**config.mk**
```make
export PLATFORM = sky130hd
export DESIGN_NAME = hls_to_rgb_converter
export DESIGN_NICKNAME = d
export VERILOG_FILES = /design/src/rtl/core/hrc_pkg.sv /design/src/rtl/core/hrc_chan.sv /design/src/rtl/core/hls_to_rgb_converter.sv
export SDC_FILE = /design/constraint.sdc
export NUM_CORES = 1
export LEC_CHECK = 0
export ABC_CLOCK_PERIOD_IN_PS = 13770
export BUFFER_PORTS_ARGS = -buffer_cell sky130_fd_sc_hd__buf_2
export CAP_MARGIN = 20
export CELL_PAD_IN_SITES_DETAIL_PLACEMENT = 0
export CELL_PAD_IN_SITES_GLOBAL_PLACEMENT = 2
export CORE_MARGIN = 2
export CORE_UTILIZATION = 46
export DETAILED_ROUTE_END_ITERATION = 16
export GPL_TIMING_DRIVEN = 0
export PLACE_DENSITY_LB_ADDON = 0.1
export SYNTH_ARGS = -nofsm -noshare
export SYNTH_HDL_FRONTEND = slang
export SYNTH_SLANG_ARGS = --single-unit
```
**constraint.sdc**
```tcl
create_clock -name i_clk -period 13.77 [get_ports i_clk]
set_input_delay 2.0655 -clock i_clk [delete_from_list [all_inputs] [get_ports i_clk]]
set_output_delay 2.0655 -clock i_clk [all_outputs]
set_load 0.05 [all_outputs]
```
**src/rtl/core/hrc_pkg.sv**
```systemverilog
// hrc_pkg: item types, constants and the hue profile function for the hls to rgb converter
// no dependencies; imported by hrc_chan, hls_to_rgb_converter and the tb
`default_nettype none

package hrc_pkg;

    // input item: hue in degrees, lightness and saturation with 256 as one
    typedef struct packed {
        logic [8:0] hue_deg;
        logic [8:0] lightness;
        logic [8:0] saturation;
    } t_hls_item;

    // result item: 8-bit channels
    typedef struct packed {
        logic [7:0] red;
        logic [7:0] green;
        logic [7:0] blue;
    } t_rgb_item;

    // load enables handed to the channel back end
    typedef struct packed {
        logic ld_num;
        logic ld_byte;
    } t_chan_ctl;

    localparam logic [8:0] ONE_Q8  = 9'd256;
    localparam logic [8:0] HALF_Q8 = 9'd128;
    localparam logic [7:0] FULL_SCALE = 8'd255;

    localparam logic signed [10:0] HUE_FULL   = 11'sd360;
    localparam logic signed [10:0] HUE_THIRD  = 11'sd120;
    localparam logic signed [10:0] SEG_RISE   = 11'sd60;
    localparam logic signed [10:0] SEG_TOP    = 11'sd180;
    localparam logic signed [10:0] SEG_FALL   = 11'sd240;
    localparam logic [5:0]         SEG_DEG    = 6'd60;

    // profile weight 0..60 of the upper level at a hue position, wrapped once
    function automatic logic [5:0] profile_k(input logic signed [10:0] pos);
        logic signed [10:0] h;
        logic signed [10:0] fall;
        logic [5:0]         k;
        h = pos;
        if (h > HUE_FULL) begin
            h = h - HUE_FULL;
        end
        if (h < 11'sd0) begin
            h = h + HUE_FULL;
        end
        fall = SEG_FALL - h;
        if (h < SEG_RISE) begin
            k = h[5:0];
        end else if (h < SEG_TOP) begin
            k = SEG_DEG;
        end else if (h < SEG_FALL) begin
            k = fall[5:0];
        end else begin
            k = 6'd0;
        end
        return k;
    endfunction

endpackage

`default_nettype wire

```
**src/rtl/core/hrc_chan.sv**
```systemverilog
// hrc_chan: one color channel back end, level blend and 8-bit scaling over two stages
// depends on hrc_pkg for t_chan_ctl, SEG_DEG and FULL_SCALE
`default_nettype none

module hrc_chan
    import hrc_pkg::*;
(
    input  wire logic        i_clk,
    input  wire t_chan_ctl   i_ctl,
    input  wire logic [16:0] i_lo,
    input  wire logic [16:0] i_diff,
    input  wire logic [5:0]  i_k,
    output logic [7:0]       o_byte
);

    logic [21:0] r_num;
    logic [21:0] n_num;
    logic [7:0]  r_byte;
    logic [7:0]  n_byte;
    logic [26:0] scaled;
    logic [8:0]  level;

    // blend numerator over 60*65536: lo*60 + (hi-lo)*k
    always_comb begin
        n_num = ({5'd0, i_lo} * {16'd0, SEG_DEG}) + ({5'd0, i_diff} * {16'd0, i_k});
    end

    // times 255/(60*65536) reduces to times 17 then shift by 18
    always_comb begin
        scaled = {5'd0, r_num} + {1'b0, r_num, 4'd0};
        level  = scaled[26:18];
        n_byte = (level > {1'b0, FULL_SCALE}) ? FULL_SCALE : level[7:0];
    end

    // stage registers, payload only
    always_ff @(posedge i_clk) begin
        if (i_ctl.ld_num) begin
            r_num <= n_num;
        end
        if (i_ctl.ld_byte) begin
            r_byte <= n_byte;
        end
    end

    assign o_byte = r_byte;

endmodule

`default_nettype wire

```
**src/rtl/core/hls_to_rgb_converter.sv**
```systemverilog
// hls_to_rgb_converter: top level of the five-stage hls to rgb pipeline
// depends on hrc_pkg and hrc_chan
`default_nettype none

// Converts one pixel per clock, while no back pressure holds the pipeline, from
// hue (degrees), lightness and saturation (256 = 1.0, values above clamp to 1.0)
// to 8-bit red, green and blue. A new item can be accepted in every cycle in
// which o_in_ready is high; each item passes through the pipeline stages: hue
// profile weights, the lightness by saturation product, the upper and lower
// levels, the per-channel blend multiply, and the scaling to 8 bits into the
// output register. Each stage holds while the stage after it is full and
// stalled, so back pressure fills bubbles first and then reaches o_in_ready.
module hls_to_rgb_converter
    import hrc_pkg::*;
(
    input  wire logic      i_clk,
    input  wire logic      i_rst_n,
    input  wire logic      i_in_valid,
    output logic           o_in_ready,
    input  wire t_hls_item i_in_data,
    output logic           o_out_valid,
    input  wire logic      i_out_ready,
    output t_rgb_item      o_out_data
);

    localparam int STAGES = 5;

    logic [STAGES-1:0] r_vld;
    logic [STAGES-1:0] n_vld;
    logic [STAGES-1:0] stage_rdy;

    // stage 1: clamped inputs and profile weights (red, green, blue)
    logic [8:0]      r1_l, r1_s, n1_l, n1_s;
    logic [2:0][5:0] r1_k, n1_k;
    // stage 2: lightness and half level spread
    logic [8:0]      r2_l;
    logic [15:0]     r2_half, n2_half;
    logic [2:0][5:0] r2_k;
    // stage 3: lower level and spread
    logic [16:0]     r3_lo, r3_diff, n3_lo, n3_diff;
    logic [2:0][5:0] r3_k;

    logic signed [10:0] hue_s;
    logic [16:0]        prod;
    logic [16:0]        half_w;
    t_chan_ctl          chan_ctl;
    logic [2:0][7:0]    chan_byte;

    // ready chain from the output register back to the input
    always_comb begin
        stage_rdy[STAGES-1] = !r_vld[STAGES-1] || i_out_ready;
        for (int i = STAGES - 2; i >= 0; i--) begin
            stage_rdy[i] = !r_vld[i] || stage_rdy[i+1];
        end
    end

    // valid bits move with the data
    always_comb begin
        for (int i = 0; i < STAGES; i++) begin
            if (stage_rdy[i]) begin
                n_vld[i] = (i == 0) ? i_in_valid : r_vld[(i == 0) ? 0 : i - 1];
            end else begin
                n_vld[i] = r_vld[i];
            end
        end
    end

    always_ff @(posedge i_clk) begin
        if (!i_rst_n) begin
            r_vld <= '0;
        end else begin
            r_vld <= n_vld;
        end
    end

    // stage 1 logic: clamp and hue positions at +120, 0 and -120 degrees
    always_comb begin
        n1_l  = (i_in_data.lightness  > ONE_Q8) ? ONE_Q8 : i_in_data.lightness;
        n1_s  = (i_in_data.saturation > ONE_Q8) ? ONE_Q8 : i_in_data.saturation;
        hue_s = $signed({2'b00, i_in_data.hue_deg});
        n1_k[2] = profile_k(hue_s + HUE_THIRD);
        n1_k[1] = profile_k(hue_s);
        n1_k[0] = profile_k(hue_s - HUE_THIRD);
    end

    // stage 2 logic: half spread is l*s below one half, s*(256-l) above
    always_comb begin
        prod = {8'd0, r1_l} * {8'd0, r1_s};
        if (r1_l <= HALF_Q8) begin
            half_w = prod;
        end else begin
            half_w = {r1_s, 8'd0} - prod;
        end
        n2_half = half_w[15:0];
    end

    // stage 3 logic: lower level 256l - half, spread hi - lo = 2*half
    always_comb begin
        n3_lo   = {r2_l, 8'd0} - {1'b0, r2_half};
        n3_diff = {r2_half, 1'b0};
    end

    // front stage registers, payload only
    always_ff @(posedge i_clk) begin
        if (stage_rdy[0]) begin
            r1_l <= n1_l;
            r1_s <= n1_s;
            r1_k <= n1_k;
        end
        if (stage_rdy[1]) begin
            r2_l    <= r1_l;
            r2_half <= n2_half;
            r2_k    <= r1_k;
        end
        if (stage_rdy[2]) begin
            r3_lo   <= n3_lo;
            r3_diff <= n3_diff;
            r3_k    <= r2_k;
        end
    end

    // channel back ends: blend and scaling stages
    assign chan_ctl.ld_num  = stage_rdy[3];
    assign chan_ctl.ld_byte = stage_rdy[4];

    for (genvar c = 0; c < 3; c++) begin : g_chan
        hrc_chan u_chan (
            .i_clk  (i_clk),
            .i_ctl  (chan_ctl),
            .i_lo   (r3_lo),
            .i_diff (r3_diff),
            .i_k    (r3_k[c]),
            .o_byte (chan_byte[c])
        );
    end

    assign o_in_ready       = stage_rdy[0];
    assign o_out_valid      = r_vld[STAGES-1];
    assign o_out_data.red   = chan_byte[2];
    assign o_out_data.green = chan_byte[1];
    assign o_out_data.blue  = chan_byte[0];

endmodule

`default_nettype wire

```
Word level (Yosys, flattened, before mapping)
Index checks and enable logic that the tools add are counted.
W data, S select, Z words.
- divide/modulo/power cells: 0
- multiplexer cells: 16
- shifts and indexed selects: 0
- magnitude comparators: 21
- multipliers: 5
- reduce and logical (&&, ||, !) cells: 10
- add/subtract/negate cells: 19
- bitwise operators: 0
- eq/ne operators: 0
- operators with widths (cell ; count):
    $add A22 B26 Y27 ; 3
    $add A22 B22 Y22 ; 3
    $lt A11 B9 Y1 const B ; 6
    $mux W11 ; 6
    $mul A16 B6 Y21 ; 3
    $mux W6 ; 9
    $add A11 B10 Y11 const B ; 3
    $lt A11 B1 Y1 const B ; 3
    $lt A11 B7 Y1 const B ; 3
    $gt A9 B8 Y1 const B ; 3
    $gt A9 B9 Y1 const B ; 3
    $mul A17 B4 Y20 const B ; 1
    $sub A5 B6 Y6 const A ; 3
    $sub A17 B16 Y17 ; 1
    $mul A9 B9 Y16 ; 1
    $mux W16 ; 1
    $sub A16 B16 Y16 ; 1
    $sub A10 B10 Y11 const B ; 1
    $sub A10 B9 Y11 const B ; 1
    $add A9 B7 Y10 const B ; 1
    $gt A10 B10 Y1 const B ; 1
    $gt A10 B9 Y1 const B ; 1
    $sub A9 B7 Y10 const B ; 1
    $sub A9 B9 Y10 const B ; 1
    3 further kinds ; 11
- register bits: 225
- output and inout bits: 26
- ROM bits: 0
- RAM bits: 0
- latch bits: 0
- memories kept: 0
- bits of input ports: 31
- logic and storage cells: 97

Depth between registers and ports, before layout
- depth in word-level cells: 9
- depth in mapped cells: 28
- gate-level depth less buffers: 27

Modules after synthesis
Synthesis repeated with hierarchy kept, for this count alone.
- cell total of the unflattened synthesis: 3067
- area total of the unflattened synthesis: 29698.5 µm²
- modules (own cells, without submodules) (module ; instances ; area an instance (µm²) ; cells an instance):
    hls_to_rgb_converter ; 1 ; 9830.7 ; 933
    hrc_chan (g_chan[1].u_chan) ; 1 ; 6665.1 ; 724
    hrc_chan (g_chan[2].u_chan) ; 1 ; 6631.4 ; 706
    hrc_chan (g_chan[0].u_chan) ; 1 ; 6571.3 ; 704

Worst setup path before layout
No wires, ideal clock.
- kind: register to register
- from: register r3_lo[0]
- to: register g_chan[0].u_chan.r_num[21] (data pin)
- path buffers: 1
- setup slack: 7.389 ns
- arrival time: 6.113 ns
- cell stages (with the launch flop): 25
- setup time: 0.268 ns
- path through: edfxtp_1 > clkbuf_1 > nand2_1 > fa_1 > fa_1 > fa_1 > inv_1 > ha_1 > a21o_1 > a21oi_1 > o21bai_1 > a21oi_1 > o21bai_1 > a211oi_1 > o21bai_1 > xor2_1 > ha_1 > a2111oi_0 > o21ai_0 > a31oi_1 > nor3b_1 > a2111o_1 > a21oi_1 > xnor2_1 > xnor3_1
- cells in the longest elaborated chain, start to end: 2
- RTL lines (item ; RTL line ; text):
    start, declared ; hls_to_rgb_converter.sv:40 ; logic [16:0] r3_lo, r3_diff, n3_lo, n3_diff;
    start signal, assigned ; hls_to_rgb_converter.sv:116 ; r3_lo <= n3_lo;
    $mul A17 B4 Y20 ; hrc_chan.sv:25 ; n_num = ({5'd0, i_lo} * {16'd0, SEG_DEG}) + ({5'd0, i_diff} * {16'd0, i_k});
    $add A22 B22 Y22 ; hrc_chan.sv:25 ;
    named net g_chan[0].u_chan.n_num[21] ; hrc_chan.sv:17 ; logic [21:0] n_num;
    end signal, assigned ; hrc_chan.sv:38 ; r_num <= n_num;
    end, declared ; hrc_chan.sv:16 ; logic [21:0] r_num;
The timed path passes the listed nets, and every way through them passes these cells.
A chain may end at the register's enable or synchronous reset.

Final worst setup path
Ends and elaborated chain as after synthesis.

==> metrics.csv <==
metric,value,unit
run status,completed,
initial core utilization,0.464,
clock root buffer,clkbuf_16,
Worst Clk Skew,0.0133,ns
max-cap violations,0,
post-cts repair resize count,0,
total count of hold-check failures in the final report,0,
fraction of synthesized cell area taken by the top area cell type,0.249,
maximum net fanout on the critical path,14,
total routed wirelength,61100,µm
area added between synthesis and finish,8.10,%
"Clk Latency, worst-skew pair",0.54,ns
critical path arrival,7.96,ns
number of buffers added on ports,54,
Num CTS Buffers,25,
Netlist cell types,94,
remaining number of nets flagged by the antenna check after routing,0,
Register Area,6590,µm²
Tot GR Track Use,0.211,
post-route fraction of the period consumed by the critical path,0.558,
dominant synthesized flop cell,edfxtp_1,
required time of the worst setup path,14.04,ns
Hold WC Path Type,register to register,
largest cells by area after synthesis,"edfxtp_1 (25%), fa_1 (19%), ha_1 (13%), and2_1 (7.0%), inv_1 (5.7%)",
crit path kind,register to register,
number of global-route vias before repair,18900,
endpoint of the worst setup timing path,g_chan[0].u_chan.r_num[21],
timing-limited maximum frequency,0.130,GHz
final total negative setup slack,0,ns
synthesized instance count,2698,
time the worst path needs with I/O delays and setup,7.68,ns
layout net count,3337,
layout cell share with drive strength beyond 1,0.0578,
Total Die Area,58600,µm²
largest net degree at the start of global routing,47,
area inside the core boundary,56200,µm²
"Async S/R FF share, synth",0,
number of antenna violations at the first check in global routing,0,
Placement Rows,87,
Final GP Congestion,0.846,
global route overflow,0,
setup repair after global routing missed its margin,no,
via density per instance,5.21,
slowest cell on the critical path,edfxtp_1,
nature of the critical path startpoint,register,
count of boundary I/O pins,57,
part of the Yosys area used for sequential elements,0.253,
violation count after the first detailed-route iteration,872,
Synthesis Warnings,0,
Max H-tree Level,1,
clk slew on worst S/H paths,0.06,ns
CTS hold repair buffers,0,
number of remaining DRC errors,0,
post-synthesis register bit count,221,
number of gates on the worst path with buffers counted,25,
count of fill cells added during filler insertion,5324,
largest incremental delay on the critical path,0.87,ns
startpoint of the most critical register-to-register path,r3_lo[0],
summed instance area of the synthesized netlist,26100,µm²
combined area of the multi-input logic cells,17700,µm²
CTS tree,done,
Worst Reg2Reg Path Length in Cells,25,
relative slew slack,0.355,
count of final setup violators,0,
height of the die,242,µm
first-pass GRT wire length,99600,µm
worst-margin pin slew,0.956,ns
net count after synthesis,3251,
gate family responsible for the most delay along the worst path,compound AO/OA/AOI/OAI gates,
number of buffers and inverters on the critical path,2,
Critical Path End Type,register,
Routed wire per std cell,17.2,µm
cell accounting for the most synthesized area,edfxtp_1,
max-slew violation count,0,
half-perimeter wire length after placement,49900,µm
critical register-to-register path endpoint,g_chan[0].u_chan.r_num[21],
count of flip-flops with a built-in enable after synthesis,216,
beginning of the critical path,r3_lo[0],
Syn Area/Cell,9.66,µm²
minimum setup slack among reg-to-reg paths,6.09,ns
maximum count of clock buffers along a single path,3,
Pre-antenna DRT Iters,4,
width of the die,242,µm
CTS sink cnt,221,
total via count in the routed design,18600,
Post-CTS Repair Setup Buffers,0,
==> cell usage after synthesis (26+ instances only) <==
cell      instances
a21oi_1         129
a21o_1           44
nand2b_1         26
edfxtp_1        216
nand2_1         188
nand3_1          34
ha_1            271
o21ai_0          73
xnor2_1         135
xor2_1           49
nor2b_1          39
clkbuf_1         57
nor3_1           53
fa_1            251
and2_1          290
o21a_1           30
nor2_1          126
inv_1           393
==> sequential cells by signal, summed over array words and instances, names as in the netlist <==
register / count
r2_k: 18
r_vld: 5
r3_k: 18
g_chan.u_chan.r_num: 63
r3_lo: 17
g_chan.u_chan.o_byte: 24
r1_l: 9
r2_l: 9
r1_k: 18
r2_half: 16
r1_s: 9
r3_diff: 15
==> cell type report <==
class / count / share of cell area
clock inverter: 10 / 0.00426
timing repair buffer: 59 / 0.0126
antenna: 1 / 0.0000888
multi-input combinational: 2012 / 0.628
clock buffer: 36 / 0.0240
sequential: 221 / 0.234
buffer: 71 / 0.0106
inverter: 394 / 0.0525
tap: 756 / 0.0336
==> through the flow <==
stage          hold WS [ns]  instances   util  area [µm²]  worst slack (ns)
2_1_floorplan         0.400       2698      -       26100              7.39
3_5_place_dp          0.405       3513  0.487       27400              6.02
5_1_grt               0.427       3559  0.501       28200              5.44
6_report              0.418       3560  0.501       28200              6.09
4_1_cts               0.418       3559  0.501       28200              6.00
3_3_place_gp          0.401       3508  0.485       27300              6.11
==> kinds of logic after synthesis <==
kind of cell / after synthesis / share of synthesized area
and+or+nand+nor: 830 / 0.168
adders and majority gates: 523 / 0.323
xor gates and xnor gates: 188 / 0.0646
DFF: 221 / 0.253
muxes: 8 / 0.00341
AOI/OAI and AO/OA: 463 / 0.120
buffers and inverters: 465 / 0.0682
==> cell usage in the layout (no fill, tap or decap), drive strengths merged, types with 73 or more instances in the layout <==
| master | n |
|---|---|
| fa | 251 |
| nand2 | 189 |
| edfxtp | 216 |
| ha | 271 |
| buf | 73 |
| a21oi | 130 |
| inv | 395 |
| and2 | 291 |
| clkbuf | 93 |
| nor2 | 126 |
| xnor2 | 137 |
| o21ai | 81 |
==> how the worst min path moves through the flow <==
stage,startpoint,end,slack (ns),cells after the start
floorplan,r1_k[0],r2_k[0],0.40,0
global placement,r1_k[11],r2_k[11],0.40,0
detailed placement,r1_k[11],r2_k[11],0.40,0
CTS,r1_k[5],r2_k[5],0.42,0
global route,r1_k[13],r2_k[13],0.43,0
finish,r2_k[16],r3_k[16],0.42,0
==> per-layer routing <==
layer  track usage  part of all wire
met1         0.277              0.46
met2         0.368              0.48
met3        0.0172             0.028
met4        0.0668             0.032
met5             0                 0
Power is not shown: default switching activity piles up to over one toggle a cycle in this logic, so the estimate is an artifact.
